$ cat config.mk
export PLATFORM = sky130hd
export DESIGN_NAME = kmp_stream_matcher
export DESIGN_NICKNAME = d
export VERILOG_FILES = /design/src/hdl/kmp_pkg.sv /design/src/hdl/kmp_front.sv /design/src/hdl/kmp_engine.sv /design/src/hdl/kmp_out_queue.sv /design/src/hdl/kmp_stream_matcher.sv
export SDC_FILE = /design/constraint.sdc
export NUM_CORES = 1
export LEC_CHECK = 0
export BUFFER_PORTS_ARGS = -buffer_cell sky130_fd_sc_hd__buf_2
export CORE_UTILIZATION = 30
export CTS_CLUSTER_DIAMETER = 40
export CTS_CLUSTER_SIZE = 20
export DETAILED_ROUTE_END_ITERATION = 7
export GPL_TIMING_DRIVEN = 1
export HOLD_SLACK_MARGIN = 0.06
export PLACE_DENSITY = 0.45
export SYNTH_ARGS = -nofsm -noshare
export SYNTH_HDL_FRONTEND = slang
export SYNTH_SLANG_ARGS = --single-unit
$ cat constraint.sdc
create_clock -name clk -period 10.05 [get_ports clk]
set_input_delay 1.5075 -clock clk [delete_from_list [all_inputs] [get_ports clk]]
set_output_delay 1.5075 -clock clk [all_outputs]
set_load 0.1 [all_outputs]
$ cat src/hdl/kmp_pkg.sv
// Shared types and constants for the KMP stream matcher.
package kmp_pkg;

	// Width of the reported start position
	localparam int MATCH_BITS = 20;

	// Values of the command input
	localparam logic CMD_PATTERN = 1'b0;
	localparam logic CMD_TEXT    = 1'b1;

	// Work classes handed from the front end to the engine
	typedef enum logic [1:0] {
		OP_LOAD    = 2'd0, // append a pattern token
		OP_RESTART = 2'd1, // first token of a new pattern, restarts length, build, match and position
		OP_SEARCH  = 2'd2, // text token against a ready pattern
		OP_FLUSH   = 2'd3  // last text token with no pattern: clear position and match state
	} op_t;

	typedef struct packed {
		op_t  op;
		logic last;
	} cmd_t;

endpackage

$ cat src/hdl/kmp_front.sv
// Front end: accepts input words, classifies them and queues them for the engine.
module kmp_front #(
	parameter int SYMBOL_BITS = 16
) (
	input  logic                   clk,
	input  logic                   arst_n,
	input  logic                   push,
	output logic                   full,
	input  logic                   command,
	input  logic [SYMBOL_BITS-1:0] symbol,
	input  logic                   last,
	output logic                   cmd_valid,
	output kmp_pkg::cmd_t          cmd,
	output logic [SYMBOL_BITS-1:0] cmd_symbol,
	input  logic                   cmd_pop
);
	import kmp_pkg::*;

	localparam int QDEPTH = 2;

	logic                   ready_q;
	cmd_t                   cmd_mem [QDEPTH];
	logic [SYMBOL_BITS-1:0] sym_mem [QDEPTH];
	logic                   wr_ptr_q;
	logic                   rd_ptr_q;
	logic [1:0]             count_q;

	logic accept;
	logic keep;
	logic wr_en;
	cmd_t cmd_in;

	assign full   = (count_q == 2'(QDEPTH));
	assign accept = push && !full;

	// Classify against the pattern state left by the words ahead in the queue
	always_comb begin
		cmd_in.last = last;
		if (command == CMD_PATTERN) begin
			cmd_in.op = ready_q ? OP_RESTART : OP_LOAD;
		end else begin
			cmd_in.op = ready_q ? OP_SEARCH : OP_FLUSH;
		end
	end

	// Text with no pattern only matters when it ends the text
	assign keep  = (command == CMD_PATTERN) || ready_q || last;
	assign wr_en = accept && keep;

	// Pattern becomes ready on its last token, a new pattern token drops it
	always_ff @(posedge clk or negedge arst_n) begin
		if (!arst_n) begin
			ready_q <= 1'b0;
		end else if (accept && command == CMD_PATTERN) begin
			ready_q <= last;
		end
	end

	// Queue storage
	always_ff @(posedge clk) begin
		if (wr_en) begin
			cmd_mem[wr_ptr_q] <= cmd_in;
			sym_mem[wr_ptr_q] <= symbol;
		end
	end

	// Queue pointers and fill level
	always_ff @(posedge clk or negedge arst_n) begin
		if (!arst_n) begin
			wr_ptr_q <= 1'b0;
			rd_ptr_q <= 1'b0;
			count_q  <= 2'd0;
		end else begin
			if (wr_en) wr_ptr_q <= ~wr_ptr_q;
			if (cmd_pop) rd_ptr_q <= ~rd_ptr_q;
			count_q <= count_q + 2'(wr_en) - 2'(cmd_pop);
		end
	end

	assign cmd_valid  = (count_q != 2'd0);
	assign cmd        = cmd_mem[rd_ptr_q];
	assign cmd_symbol = sym_mem[rd_ptr_q];

endmodule

$ cat src/hdl/kmp_engine.sv
// Back end: pattern store, failure table build and the KMP match walk.
module kmp_engine #(
	parameter int PATTERN_DEPTH = 16,
	parameter int SYMBOL_BITS   = 16,
	parameter int POSITION_BITS = 20
) (
	input  logic                             clk,
	input  logic                             arst_n,
	input  logic                             cmd_valid,
	input  kmp_pkg::cmd_t                    cmd,
	input  logic [SYMBOL_BITS-1:0]           cmd_symbol,
	output logic                             cmd_pop,
	input  logic                             res_full,
	output logic                             res_push,
	output logic [kmp_pkg::MATCH_BITS-1:0]   res_start
);
	import kmp_pkg::*;

	localparam int IW = (PATTERN_DEPTH > 1) ? $clog2(PATTERN_DEPTH) : 1;
	localparam int LW = $clog2(PATTERN_DEPTH + 1);
	localparam int FW = IW + 1; // failure links carry a sign bit for minus one
	localparam logic [LW-1:0] LEN_FULL = LW'(PATTERN_DEPTH);

	localparam logic ST_IDLE = 1'b0;
	localparam logic ST_STEP = 1'b1;

	// Control state
	logic                     state_q, state_d;
	logic [LW-1:0]            len_q, len_d;
	logic [IW-1:0]            build_q, build_d;
	logic [IW-1:0]            border_q, border_d;
	logic [IW-1:0]            match_q, match_d;
	logic [POSITION_BITS-1:0] pos_q, pos_d;

	// Word under work
	logic [SYMBOL_BITS-1:0]   sym_q, sym_d;
	logic                     last_q, last_d;
	logic                     text_q, text_d;
	logic                     first_q, first_d;
	logic [FW-1:0]            j_q, j_d;
	logic [IW-1:0]            i_q, i_d;

	// Memories
	logic [SYMBOL_BITS-1:0]   store_mem [PATTERN_DEPTH];
	logic [FW-1:0]            fail_mem  [PATTERN_DEPTH];
	logic [SYMBOL_BITS-1:0]   store_rd_q;
	logic [FW-1:0]            fail_rd_q;

	logic [IW-1:0]            rd_addr;
	logic                     store_we;
	logic [IW-1:0]            store_waddr;
	logic                     fail_we;
	logic [FW-1:0]            fail_wdata;

	logic                     eq;
	logic [FW-1:0]            f;
	logic                     f_neg;
	logic [LW-1:0]            jn;
	logic                     hit;
	logic [IW-1:0]            step_val;
	logic [POSITION_BITS-1:0] start;

	// One table step: compare stored token, follow link on mismatch
	assign eq       = (store_rd_q == sym_q);
	assign f        = (j_q == '0) ? '1 : fail_rd_q; // entry zero links to minus one
	assign f_neg    = f[FW-1];
	assign jn       = LW'(j_q[IW-1:0]) + LW'(1);
	assign hit      = eq && (jn == len_q);
	assign step_val = eq ? jn[IW-1:0] : '0;
	assign start    = pos_q - POSITION_BITS'(len_q - LW'(1));
	assign res_start = MATCH_BITS'(start);

	always_comb begin
		state_d     = state_q;
		len_d       = len_q;
		build_d     = build_q;
		border_d    = border_q;
		match_d     = match_q;
		pos_d       = pos_q;
		sym_d       = sym_q;
		last_d      = last_q;
		text_d      = text_q;
		first_d     = first_q;
		j_d         = j_q;
		i_d         = i_q;
		cmd_pop     = 1'b0;
		res_push    = 1'b0;
		rd_addr     = match_q;
		store_we    = 1'b0;
		store_waddr = len_q[IW-1:0];
		fail_we     = 1'b0;
		fail_wdata  = eq ? f : j_q;

		unique case (state_q)
			ST_IDLE: begin
				// a search only starts when its result has room
				if (cmd_valid && (cmd.op != OP_SEARCH || !res_full)) begin
					cmd_pop = 1'b1;
					sym_d   = cmd_symbol;
					last_d  = cmd.last;
					unique case (cmd.op)
						OP_RESTART: begin
							store_we    = 1'b1;
							store_waddr = '0;
							len_d       = LW'(1);
							build_d     = '0;
							match_d     = '0;
							pos_d       = '0;
							if (cmd.last) border_d = '0;
						end
						OP_LOAD: begin
							if (len_q != LEN_FULL) begin
								store_we = 1'b1;
								len_d    = len_q + LW'(1);
							end
							if (len_q != LEN_FULL && len_q != '0) begin
								// walk the links from the current border
								rd_addr = build_q;
								j_d     = FW'(build_q);
								i_d     = len_q[IW-1:0];
								first_d = 1'b1;
								text_d  = 1'b0;
								state_d = ST_STEP;
							end else if (cmd.last) begin
								border_d = build_q;
							end
						end
						OP_SEARCH: begin
							rd_addr = match_q;
							j_d     = FW'(match_q);
							text_d  = 1'b1;
							state_d = ST_STEP;
						end
						OP_FLUSH: begin
							pos_d   = '0;
							match_d = '0;
						end
						default: ;
					endcase
				end
			end
			ST_STEP: begin
				// new pattern entry's link comes from the first compare
				if (!text_q && first_q) fail_we = 1'b1;
				first_d = 1'b0;
				if (eq || f_neg) begin
					state_d = ST_IDLE;
					if (text_q) begin
						res_push = hit;
						match_d  = hit ? border_q : step_val;
						if (last_q) begin
							pos_d   = '0;
							match_d = '0;
						end else if (pos_q != '1) begin
							pos_d = pos_q + POSITION_BITS'(1);
						end
					end else begin
						build_d = step_val;
						if (last_q) border_d = step_val;
					end
				end else begin
					j_d     = f;
					rd_addr = f[IW-1:0];
				end
			end
			default: ;
		endcase
	end

	// Pattern store and failure table, registered reads
	always_ff @(posedge clk) begin
		if (store_we) store_mem[store_waddr] <= cmd_symbol;
		if (fail_we) fail_mem[i_q] <= fail_wdata;
		store_rd_q <= store_mem[rd_addr];
		fail_rd_q  <= fail_mem[rd_addr];
	end

	// Word under work
	always_ff @(posedge clk) begin
		sym_q   <= sym_d;
		last_q  <= last_d;
		text_q  <= text_d;
		first_q <= first_d;
		j_q     <= j_d;
		i_q     <= i_d;
	end

	// Control state
	always_ff @(posedge clk or negedge arst_n) begin
		if (!arst_n) begin
			state_q  <= ST_IDLE;
			len_q    <= '0;
			build_q  <= '0;
			border_q <= '0;
			match_q  <= '0;
			pos_q    <= '0;
		end else begin
			state_q  <= state_d;
			len_q    <= len_d;
			build_q  <= build_d;
			border_q <= border_d;
			match_q  <= match_d;
			pos_q    <= pos_d;
		end
	end

endmodule

$ cat src/hdl/kmp_out_queue.sv
// Two-word result queue between the engine and the result port.
module kmp_out_queue (
	input  logic                           clk,
	input  logic                           arst_n,
	input  logic                           res_push,
	input  logic [kmp_pkg::MATCH_BITS-1:0] res_start,
	output logic                           res_full,
	output logic                           empty,
	input  logic                           pop,
	output logic [kmp_pkg::MATCH_BITS-1:0] match_start
);
	import kmp_pkg::*;

	localparam int QDEPTH = 2;

	logic [MATCH_BITS-1:0] data_mem [QDEPTH];
	logic                  wr_ptr_q;
	logic                  rd_ptr_q;
	logic [1:0]            count_q;
	logic                  rd_en;

	assign res_full    = (count_q == 2'(QDEPTH));
	assign empty       = (count_q == 2'd0);
	assign rd_en       = pop && !empty;
	assign match_start = data_mem[rd_ptr_q];

	// Storage
	always_ff @(posedge clk) begin
		if (res_push) data_mem[wr_ptr_q] <= res_start;
	end

	// Pointers and fill level
	always_ff @(posedge clk or negedge arst_n) begin
		if (!arst_n) begin
			wr_ptr_q <= 1'b0;
			rd_ptr_q <= 1'b0;
			count_q  <= 2'd0;
		end else begin
			if (res_push) wr_ptr_q <= ~wr_ptr_q;
			if (rd_en) rd_ptr_q <= ~rd_ptr_q;
			count_q <= count_q + 2'(res_push) - 2'(rd_en);
		end
	end

endmodule

$ cat src/hdl/kmp_stream_matcher.sv
// Top level of the KMP stream matcher: front end, engine and result queue.
// Pattern words (command 0) are loaded one by one and build the failure table as they
// arrive; the word with last set closes the pattern, and a later pattern word starts a
// new one and clears the search. Text words (command 1) are then matched, and each
// complete occurrence, overlapping ones included, yields one result word holding the
// text position of its first token. A text word with last set ends the text and
// restarts positions at zero. Timing: a text word, or a pattern word past the first,
// passes from the engine's idle state into its step state, which follows one
// failure link per cycle through the registered read port of the pattern and failure
// memories until a compare matches or the links run out. The first pattern word,
// pattern words past PATTERN_DEPTH and a text word with last set but no pattern are
// handled in the idle state alone; other text words with no pattern are dropped by
// the front end and never reach the engine. A text word waits in the engine's idle
// state while the result queue is full. A two-word queue on each side keeps input
// and output decoupled from the engine. No clearing pass is needed after reset.
module kmp_stream_matcher #(
	parameter int PATTERN_DEPTH = 16,
	parameter int SYMBOL_BITS   = 16,
	parameter int POSITION_BITS = 20
) (
	input  logic                           clk,
	input  logic                           arst_n,
	input  logic                           push,
	output logic                           full,
	input  logic                           command,
	input  logic [SYMBOL_BITS-1:0]         symbol,
	input  logic                           last,
	output logic                           empty,
	input  logic                           pop,
	output logic [kmp_pkg::MATCH_BITS-1:0] match_start
);
	import kmp_pkg::*;

	logic                   cmd_valid;
	cmd_t                   cmd;
	logic [SYMBOL_BITS-1:0] cmd_symbol;
	logic                   cmd_pop;
	logic                   res_full;
	logic                   res_push;
	logic [MATCH_BITS-1:0]  res_start;

	kmp_front #(
		.SYMBOL_BITS(SYMBOL_BITS)
	) u_front (
		.clk        (clk),
		.arst_n     (arst_n),
		.push       (push),
		.full       (full),
		.command    (command),
		.symbol     (symbol),
		.last       (last),
		.cmd_valid  (cmd_valid),
		.cmd        (cmd),
		.cmd_symbol (cmd_symbol),
		.cmd_pop    (cmd_pop)
	);

	kmp_engine #(
		.PATTERN_DEPTH (PATTERN_DEPTH),
		.SYMBOL_BITS   (SYMBOL_BITS),
		.POSITION_BITS (POSITION_BITS)
	) u_engine (
		.clk        (clk),
		.arst_n     (arst_n),
		.cmd_valid  (cmd_valid),
		.cmd        (cmd),
		.cmd_symbol (cmd_symbol),
		.cmd_pop    (cmd_pop),
		.res_full   (res_full),
		.res_push   (res_push),
		.res_start  (res_start)
	);

	kmp_out_queue u_out_queue (
		.clk         (clk),
		.arst_n      (arst_n),
		.res_push    (res_push),
		.res_start   (res_start),
		.res_full    (res_full),
		.empty       (empty),
		.pop         (pop),
		.match_start (match_start)
	);

	// Engine only reserves result room it actually has
	a_no_res_overflow: assert property (@(posedge clk) disable iff (!arst_n)
		res_push |-> !res_full)
		else $error("result written into a full queue");

	// Engine never takes a word the front end does not hold
	a_pop_valid: assert property (@(posedge clk) disable iff (!arst_n)
		cmd_pop |-> cmd_valid)
		else $error("engine popped an empty command queue");

	// After a produced result the output queue is not empty on the next cycle
	a_result_visible: assert property (@(posedge clk) disable iff (!arst_n)
		res_push |=> !empty)
		else $error("result lost between engine and output");

endmodule
==> results of run 1 <==
==> layout make-up <==
cell class                      count  area (um^2)
Fill cell                        6717        44800
Sequential cell                   510        14900
Multi-Input combinational cell    739         6060
Clock buffer                       81         1900
Tap cell                          940         1180
Clock inverter                     51          551
Timing Repair Buffer               76          475
Inverter                           26         97.6
==> metal layers <==
metal | share of wire [%] | routed length, um | vias to the layer above | track usage (%)
met1 | 48 | 24100 | 5942 | 20.3
li1 | - | - | 5382 | -
met3 | 4.4 | 2210 | 56 | 2.37
met2 | 46 | 23300 | 208 | 22.2
met5 | 0 | 0 | - | 0
met4 | 1.8 | 895 | 0 | 4.88
==> state kept, by name, summed over array words and instances, names as in the netlist, 2 cells and up <==
| signal | flops |
|---|---|
| u_engine.fail_mem | 80 |
| u_engine.j_q | 5 |
| u_front.cmd_mem | 6 |
| u_engine.build_q | 4 |
| u_engine.fail_rd_q | 5 |
| u_engine.sym_q | 16 |
| u_out_queue.count_q | 2 |
| u_engine.pos_q | 20 |
| u_out_queue.data_mem | 40 |
| u_engine.store_mem | 256 |
| u_engine.len_q | 5 |
| u_engine.match_q | 4 |
| u_front.count_q | 2 |
| u_engine.border_q | 4 |
| u_engine.store_rd_q | 16 |
| u_engine.i_q | 4 |
| u_front.sym_mem | 32 |
==> placed cells by master (no fill, tap or decap), types with 6 or more instances in the layout <==
cell type   count
a21oi_1        26
a22oi_1        17
a2bb2oi_1       8
and3_1         10
buf_2          43
buf_4          32
clkbuf_16      74
clkinv_4        7
clkinvlp_4      9
dfrtp_1        47
dfxtp_1        21
edfxtp_1      442
ha_1           30
inv_1          25
inv_6          14
mux2_2         87
mux2i_1        92
mux4_2         21
nand2_1        61
nand2b_1       10
nand3_1        20
nand4_1        30
nor2_1         55
nor2_2          8
nor2b_1         6
nor3_1         17
nor3_2          6
nor4_1         10
o21ai_0        38
o22a_1         39
o31ai_1         7
or2_2           9
xnor2_1        30
xor2_1         32
==> synthesized netlist by cell type, types with 4 or more instances <==
master     count
mux2_2        87
o22a_1        39
and3_1        10
buf_2         11
a21o_1         5
o21ai_0       38
nor3_1        23
and2_1         4
nor2_1        63
nand3_1       20
a22oi_1       17
nor4_1        14
nor2b_1        7
dfxtp_1       21
edfxtp_1     442
buf_6          4
nand2b_1      10
nand4_1       30
nand2_1       61
or3_1          5
inv_1         25
xnor2_1       30
nor3b_1        6
xor2_1        32
a2bb2oi_1      8
dfrtp_1       47
a211oi_1       6
mux4_2        21
or2_2          9
clkbuf_1      24
o31ai_1        7
a21oi_1       26
mux2i_1       92
buf_4          8
ha_1          30
==> report_power, final <==
part	internal [W]	total [W]	leakage, nW	switching, W
clock	0.00153	0.00253	1.18	0.000997
combinational	0.000925	0.00257	3.08	0.00165
sequential	0.00282	0.00300	4.81	0.000179
==> critical path, cell delays in order, from the launching register on <==
cell and delay (ps):
edfxtp_1 370, xor2_1 170, nor4_1 880, and4_1 670
o21ai_4 180, o221ai_4 830, buf_4 780, nor3b_2 570
buf_4 410, a22oi_1 130, nand4_1 130
==> metrics by stage <==
stage / instances / area (um^2) / utilization [%]
after CTS: 2423 / 25100 / 35.9
final: 2423 / 25100 / 35.9
after floorplan: 1326 / 21200 / -
after global routing: 2423 / 25100 / 35.9
after detailed placement: 2291 / 22700 / 32.4
after global placement: 2291 / 22700 / 32.4
==> cell families after synthesis <==
kind of cell | after synthesis
DFF | 510
and+or+nand+nor | 275
muxes | 200
AOI/OAI and AO/OA | 171
buffers and inverters | 77
xor gates and xnor gates | 62
adders and majority gates | 31
==> worst max path at each step <==
stage                             from                       end  slack [ps]
floorplan             u_front.rd_ptr_q  u_engine.store_mem[1][0]        5870
global placement    u_engine.sym_q[13]    u_engine.store_rd_q[4]        4870
detailed placement  u_engine.sym_q[13]   u_engine.store_rd_q[10]        4780
CTS                 u_engine.sym_q[13]   u_engine.store_rd_q[10]        4760
global route          u_front.rd_ptr_q   u_engine.store_rd_q[10]        4510
finish              u_engine.sym_q[13]   u_engine.store_rd_q[10]        4800
==> impl_results.md, run 1 <==
* Core Rows at 97
* Post_cts resized at 0
* Fmax at between 150 and 200 MHz
* TritonCTS Buffers at between 70 and 80
* Hold Path Class: flop to flop
* Final min period at 5250 ps
* Hold path depth at 1
* Post-Route Skew at ~35 ps
* Gate count of the mapped netlist at 1326
* 1st-iter DRT viols at around 770
* Area growth from synthesis to layout at 18.6%
* Outcome: finished, final reports clean
* Vias at between 10000 and 15000
* CP max FO at 48
* XOR/XNOR Fraction of Synth Area at 2.56%
* Port bufs at 43
* Root buf cell: clkbuf_16
* Setup TNS at 0 ps
* Worst Hold End: u_out_queue.wr_ptr_q
* Async set-reset flop share out of synthesis at a little under a tenth
* Final Net Count at around 1500
* Clk buf depth at 3
* DIE WIDTH at between 200 and 300 um
* Syn Nets at 1379
* Power per Cell Area at between 300 and 400 nW/um^2
* WL/cell at 20.9 um
* Hold Path Origin: u_out_queue.wr_ptr_q
* Worst Slack Setup Final at around 4800 ps
* Total wire length at between 50 and 60 mm
* Initial DRT Pass Iterations at 5
* Grt ovf at 0
* Critical setup path kind: flop to flop
* Max transition margin at between 20% and 30%
* First-pass GRT wire length at 75.7 mm
* Post-Syn Area at around 21000 um^2
* DP Worst Slack at 4780 ps
* # IOs at between 40 and 50
* Largest family of logic cells by synthesized area: multiplexers
* Setup Viol. Count Final at 0
* Detail Route Antenna Nets at 0
* Vias in the first global route at 11800
* DP HPWL at roughly 30 mm
* Final GP Congestion at 0.783
* Worst IR Drop VDD at about 210 uV
* CTS sink cnt at around 500
* Share of cells above drive strength 1 at between 20% and 30%
* Final Hold Fails at 0
* Post-synth EDFFs at between 400 and 500
* Leak pwr at between 9 and 10 nW
* Post-CTS Setup Repair Bufs at 0
* Core area at about 70000 um^2
* Chip Height at 268 um
* N_diodes at 0
* Number of remaining DRC errors at 0
* CP required at ~11000 ps
* Max Transition Viols Final at 0
* Largest area contributor in the netlist: edfxtp_1
* Die ar. at 71700 um^2
* Clock transition at path regs at roughly 60 ps
* Fraction of the mapped netlist area in simple logic gates at approximately 6.6%
* Synth Area in Compound Gates at ~5.8%
* Final period util at a little over half
* CTS tree: yes
* Type of origin of the critical path: flop
* CTS H-tree depth at 3
* Synth top area share at roughly 63%
* Clock Latency Late Sink at approximately 610 ps
* Warnings from Yosys at 0
* Area contributors post-synth: edfxtp_1 (63%), dfrtp_1 (5.6%), mux2_2 (4.6%), mux2i_1 (4.3%), mux4_2 (2.2%)
* RSZ-0062 raised after global routing: no
* Initial core utilization at between 30% and 40%
* Total power at a little over 0.008 W
* Sequential cell area fraction in the yosys report at a little over two thirds
* Max-Cap Viols at 0
* Critical Path End Type: flop
* Worst Path Arrival at 5790 ps
* Initial antenna violation count at 1
* Netlist cell types at 66
* Worst R2R Start: u_engine.sym_q[13]
* #FFs+latches synth at just over 500
* Hold_ws at about 500 ps
* Synthesized-area fraction occupied by adder cells at under 10%
* R2r endpoint: u_engine.store_rd_q[10]
* Total track usage at 14.3%
* Worst Tran Pin Value at ~1100 ps
* Proportion of synthesized area in mux cells at between 10% and 20%
* Main flop type after synthesis: edfxtp_1
* Via-to-Cell Ratio at 4.78
* Mean post-synth cell area at 16.0 um^2
* Reg2Reg Depth at 10
* Largest net degree at the start of global routing at between 100 and 150
* R2r setup slk at a little under 5000 ps
* CTS Hold Bufs at 0
(Power assumes the default switching activity.)
==> run 2: changes to the inputs <==
- PLACE_DENSITY: 0.45 -> 0.47
- clock period: 10.05 -> 4.65 ns (I/O delays scaled with it)
==> run 2 against run 1 <==
Compared with the run above: largest cell class unchanged; sequential cell count stayed put; wire length shrank 2.5%; largest power group unchanged; first-iteration DRC count fell by 25%.
==> impl_results.md, run 2 (synthesis results as in run 1) <==
* Total track usage at 14.1% (-0.24 points)
* CTS H-tree depth at 3 (unchanged)
* Die ar. at 71700 um^2 (unchanged)
* Initial antenna violation count at 0 (-1)
* Worst path top cell family by delay: simple AND/OR/NAND/NOR gates
* Number of remaining DRC errors at 0 (unchanged)
* Max-Cap Viols at 0 (unchanged)
* CTS Hold Bufs at 0 (unchanged)
* Vias at 11700 (+0.96%)
* Setup TNS at 0 ps (unchanged)
* Fmax at 257 MHz (+35%)
* Final Net Count at 1489 (+0.74%)
* Area growth from synthesis to layout at 19.2%
* DIE WIDTH at 268 um (unchanged)
* Core Rows at 97 (unchanged)
* Grt ovf at 0 (unchanged)
* Clock transition at path regs at 60 ps (about the same)
* Register area at 14900 um^2 (unchanged)
* CP required at 5180 ps (-5410 ps)
* CTS tree: yes
* Hold_ws at 205 ps (-299 ps)
* Commonest cells after routing, fill and taps aside: edfxtp_1 (442), mux2i_1 (92), mux2_2 (87)
* 1st-iter DRT viols at 577 (-25%)
* Max transition margin at 13.4% (-14 points)
* N_diodes at 0 (unchanged)
* CP max FO at 12 (-75%)
* WL/cell at 20.3 um (-2.8%)
* Power per Cell Area at 695 nW/um^2 (+120%)
* Max Transition Viols Final at 0 (unchanged)
* Worst Tran Pin Value at 1270 ps (+180 ps)
* Leak pwr at 9.14 nW (+0.81%)
* RSZ-0062 raised after global routing: no
* Final Hold Fails at 0 (unchanged)
* Largest register FFs at 256 (unchanged)
* Fillcell total at 6727 (+0.15%)
* Clk buf depth at 3 (unchanged)
* TritonCTS Buffers at 68 (-5.6%)
* Detail Route Antenna Nets at 0 (unchanged)
* Largest net degree at the start of global routing at 81 (-25%)
* First-pass GRT wire length at 75.3 mm (-0.51%)
* Post-CTS Setup Repair Bufs at 0 (unchanged)
* Vias in the first global route at 12100 (+3.0%)
* Post-Route Skew at 31.9 ps (-3.26 ps)
* Root buf cell: clkbuf_16
* Type of origin of the critical path: flop
* Area of the multi-input gates at 6060 um^2 (unchanged)
* # placed instances at 2306 (+0.65%)
* Reg2Reg Depth at 11 (+1)
* Max stage delay cell, worst path: nor3_2
* DP Worst Slack at 838 ps (-3940 ps)
* Total wire length at 49.3 mm (-2.5%)
* Via-to-Cell Ratio at 4.81 (+0.63%)
* Post-route insts no fill at 2431 (+0.33%)
* Final period util at 83.6% (+31 points)
* Worst Path Arrival at 4420 ps (-1370 ps)
* WP buf/inv at 2 (unchanged)
* Most common cell after layout, fill and taps aside: edfxtp_1
* Share of cells above drive strength 1 at 23.9% (+0.68 points)
* Post_cts resized at 0 (unchanged)
* CP max stage delay at 1040 ps (+160 ps)
* Hold Path Class: input port to async pin
* Outcome: finished, final reports clean
* Initial core utilization at 30.3% (unchanged)
* Chip Height at 268 um (unchanged)
* Largest regs: u_engine.store_mem (256), u_engine.fail_mem (80), u_out_queue.data_mem (40)
* Clock Latency Late Sink at 600 ps (about the same)
* CTS sink cnt at 510 (unchanged)
* Worst IR Drop VDD at 459 uV (+120%)
* Cell count along the critical path at 11 (+1)
* Port bufs at 43 (unchanged)
* Final min period at 3890 ps (-1360 ps)
* Setup Viol. Count Final at 0 (unchanged)
* DP HPWL at 29.8 mm (-1.5%)
* Initial DRT Pass Iterations at 5 (unchanged)
* Worst Slack Setup Final at 765 ps (-4040 ps)
* # IOs at 44 (unchanged)
* Most flops, register: u_engine.store_mem
* Critical Path End Type: flop
* Core area at 69900 um^2 (unchanged)
* Final GP Congestion at 0.771 (-1.5%)
* Critical setup path kind: flop to flop
* Crit-path cells: inv_1, ha_1, nor4b_2, nor2_1, nand2_1, o21ai_4, o221ai_2, nor3_2, buf_4, a22oi_1, nand4_1
[run 2: changes by cell type in the layout (fill, tap and decap cells not counted), sizes merged]
cell | before | now
clkbuf | 81 | 71
inv | 46 | 45
buf | 76 | 91
bufinv | 5 | 9
[run 2: path summary, 6_finish.rpt]
| check | start | end | slack, ps |
|---|---|---|---|
| max | u_engine.j_q[0] | u_engine.store_rd_q[6] | 760 |
| min | arst_n | u_front.ready_q | 210 |
| max reg2reg | u_engine.j_q[0] | u_engine.store_rd_q[6] | 760 |
| min reg2reg | u_engine.border_q[0] | u_engine.border_q[0] | 500 |
| max in group asynchronous | arst_n | u_engine.pos_q[9] | 3980 |
| min in group clk | symbol[10] | u_front.sym_mem[0][10] | 280 |
[run 2: stage by stage]
step                      power (W)  instance area, um^2  util [%]
after global routing         0.0184                25300      36.1
final                        0.0175                25300      36.1
after floorplan              0.0105                21200         -
after global placement       0.0122                22800      32.7
after detailed placement     0.0122                22800      32.7
after CTS                    0.0178                25300      36.1
[run 2: per-layer routing]
layer	GRT usage, %	part of all wire, %	vias up
li1	-	-	5415
met5	0	0	-
met1	18.7	46	6002
met2	23.5	49	213
met3	2.25	3.6	69
met4	4.65	1.8	0
[run 2: report_power, final]
group          switching, W  total, W  internal [W]
logic               0.00361   0.00568       0.00207
registers          0.000290   0.00639       0.00610
clock network       0.00213   0.00547       0.00334
total               0.00603    0.0175        0.0115
[run 2: layout make-up]
class                   count  share of cell area [%]
clock inverters            54                    2.61
well taps                 940                    4.66
flip-flops and latches    510                    58.9
multi-input cells         739                    24.0
clock buffers              71                    6.95
inverters                  26                   0.386
repair buffers             91                    2.53
==> run 3: changes to the inputs <==
- PLACE_DENSITY: 0.47 -> 0.45
- clock period: 4.65 -> 3.77 ns (I/O delays scaled with it)
==> run 3 against run 2 <==
Compared with the run above: first-iteration DRC count rose by 25%; register-to-register slack got worse by 420 ps; combinational power rose by 28%; utilization rose by 0.63 points; critical path type unchanged; critical endpoint is now u_engine.fail_rd_q[0]; highest routed layer unchanged.
==> impl_results.md, run 3 (synthesis results as in run 1) <==
* Clock share of power at 31.8% (+0.6 points)
* Post-route insts no fill at 2472 (+1.7%)
* Cell area after layout at 25700 um^2 (+1.7%)
* Worst Tran Pin Value at 949 ps (-317 ps)
* 1st-iter DRT viols at 720 (+25%)
* Max transition margin at 36.2% (+23 points)
* Met2 routed WL at 24.5 mm (+1.4%)
* Reg2Reg Depth at 12 (+1)
* Commonest cells after routing, fill and taps aside: edfxtp_1 (442), mux2i_1 (92), mux2_2 (87)
* Fillcell total at 6682 (-0.67%)
* Share of cells above drive strength 1 at 25.8% (+1.9 points)
* Post-CTS Setup Repair Bufs at 0 (unchanged)
* R2r setup slk at 340 ps (-420 ps)
* CTS sink cnt at 510 (unchanged)
* Final GP Congestion at 0.785 (+1.8%)
* Worst IR Drop VDD at 535 uV (+16%)
* CTS tree: yes
* Critical setup path kind: flop to flop
* N_diodes at 0 (unchanged)
* Crit path from: u_engine.len_q[0]
* Worst Path Arrival at 3890 ps (-530 ps)
* Most common cell after layout, fill and taps aside: edfxtp_1
* Final min period at 3430 ps (-457 ps)
* Comb pwr share at 32.7% (+0.3 points)
* Setup Viol. Count Final at 0 (unchanged)
* CTS H-tree depth at 3 (unchanged)
* Via-to-Cell Ratio at 4.74 (-1.5%)
* Chip Height at 268 um (unchanged)
* Leak pwr at 9.37 nW (+2.5%)
* Final design utilization at 36.8% (+0.63 points)
* Total wire length at 51.0 mm (+3.5%)
* Worst Slack Setup Final at 342 ps (-423 ps)
* Final Hold Fails at 0 (unchanged)
* Psw at 0.00763 W (+26%)
* Switching Share at 34.3% (-0.074 points)
* First-pass GRT wire length at 76.3 mm (+1.4%)
* Vias at 11700 (+0.11%)
* Area growth from synthesis to layout at 21.3%
* Power per Cell Area at 865 nW/um^2 (+25%)
* Vias in the first global route at 12000 (-1.4%)
* Largest net degree at the start of global routing at 43 (-47%)
* Clk buf depth at 3 (unchanged)
* Fmax at 292 MHz (+13%)
* Internal power at 0.0146 W (+27%)
* Post-Route Skew at 27.7 ps (-4.20 ps)
* Critical Path End Type: flop
* Max Transition Viols Final at 0 (unchanged)
* Total track usage at 14.5% (+0.36 points)
* Initial DRT Pass Iterations at 5 (unchanged)
* Final period util at 90.9% (+7.4 points)
* TritonCTS Buffers at 77 (+13%)
* RSZ-0062 raised after global routing: no
* Number of remaining DRC errors at 0 (unchanged)
* Largest register FFs at 256 (unchanged)
* Outcome: finished, final reports clean
* Uppermost routed layer: met4
* Initial core utilization at 30.3% (unchanged)
* Core Rows at 97 (unchanged)
* Hold Path Class: input port to flop
* # IOs at 44 (unchanged)
* CP required at 4230 ps (-950 ps)
* Hold_ws at 138 ps (-67.8 ps)
* Grt ovf at 0 (unchanged)
* Critical Path End: u_engine.fail_rd_q[0]
* Initial antenna violation count at 0 (unchanged)
* Type of origin of the critical path: flop
* Metal-1 WL at 23.5 mm (+4.6%)
* Core area at 69900 um^2 (unchanged)
* DP HPWL at 31.4 mm (+5.4%)
* # placed instances at 2328 (+0.95%)
* Most flops, register: u_engine.store_mem
* DP Worst Slack at 324 ps (-514 ps)
* Die ar. at 71700 um^2 (unchanged)
* Clock transition at path regs at 60 ps (about the same)
* Max-Cap Viols at 0 (unchanged)
* CP max FO at 25 (+13)
* Detail Route Antenna Nets at 0 (unchanged)
* Root buf cell: clkbuf_16
* Worst R2R Start: u_engine.len_q[0]
* Port bufs at 43 (unchanged)
* R2r endpoint: u_engine.fail_rd_q[0]
* DIE WIDTH at 268 um (unchanged)
* Metal3 WL at 2.19 mm (+23%)
* WL/cell at 20.6 um (+1.8%)
* Placed Area at 23100 um^2 (+1.0%)
* Largest regs: u_engine.store_mem (256), u_engine.fail_mem (80), u_out_queue.data_mem (40)
* Clock Latency Late Sink at 610 ps (about the same)
* Sequential power share at 35.4% (-1.0 points)
* Final Net Count at 1521 (+2.1%)
## run 3: cell count changes in the layout (fill, tap and decap cells not counted), moves of 2 or more
cell,previous run,this run
clkinvlp_4,9,11
bufinv_16,9,5
inv_6,12,16
buf_4,43,60
clkinv_2,4,7
inv_8,7,5
clkbuf_8,0,3
buf_12,5,10
clkbuf_16,70,79
clkbuf_1,1,4
clkinv_4,8,11
## run 3: routing by layer
layer | vias up | track usage (%)
met5 | - | 0
met4 | 0 | 4.43
met3 | 62 | 2.60
met2 | 219 | 23.7
met1 | 5974 | 19.5
li1 | 5457 | -
## run 3: worst max-delay path, cell delays in order (launching register included)
cell      delay (ps)
dfrtp_1          340
inv_1             70
buf_4            150
ha_1             200
nor3b_1          150
o21bai_1         200
or4_1            660
o32a_1           290
o21ai_4          100
buf_4            420
mux4_2           550
nand2_1           80
nand4_1           80
## run 3: power by group through the flow
stage / Clock (W) / Sequential, W / Combinational (W)
5_1_grt: 0.00748 / 0.00794 / 0.00788
6_report: 0.00708 / 0.00787 / 0.00728
2_1_floorplan: 0 / 0.00784 / 0.00508
4_1_cts: 0.00725 / 0.00788 / 0.00741
3_3_place_gp: 0 / 0.00798 / 0.00734
3_5_place_dp: 0 / 0.00799 / 0.00738
## run 3: worst min path at each step
stage / from / endpoint / slack (ps) / cells after the start
2_1_floorplan: arst_n / u_engine.border_q[0] / 270 / 0
3_3_place_gp: u_engine.border_q[3] / u_engine.border_q[3] / 470 / 2
3_5_place_dp: u_engine.border_q[3] / u_engine.border_q[3] / 480 / 2
4_1_cts: symbol[4] / u_front.sym_mem[0][4] / 90 / 1
5_1_grt: symbol[4] / u_front.sym_mem[0][4] / 110 / 1
6_report: symbol[0] / u_front.sym_mem[0][0] / 140 / 1
## run 3: final cells by class
type	count	area, um^2	area share (%)
multi-input cells	739	6070	23.6
well taps	940	1180	4.58
repair buffers	114	876	3.41
clock inverters	57	568	2.21
flip-flops and latches	510	14900	57.9
inverters	26	97.6	0.380
clock buffers	86	2030	7.91
## run 3: repair_timing
action                                  4_1_cts  5_1_grt
endpoints found under the hold margin        23        0
gates resized for setup                       0        1
hold buffers                                  1        0
endpoints found under the setup margin        0        2
## run 3: through the flow
step                total power, W  TNS (ps)
floorplan                   0.0129    -11310
global route                0.0233         0
global placement            0.0153         0
finish                      0.0222         0
CTS                         0.0225         0
detailed placement          0.0154         0
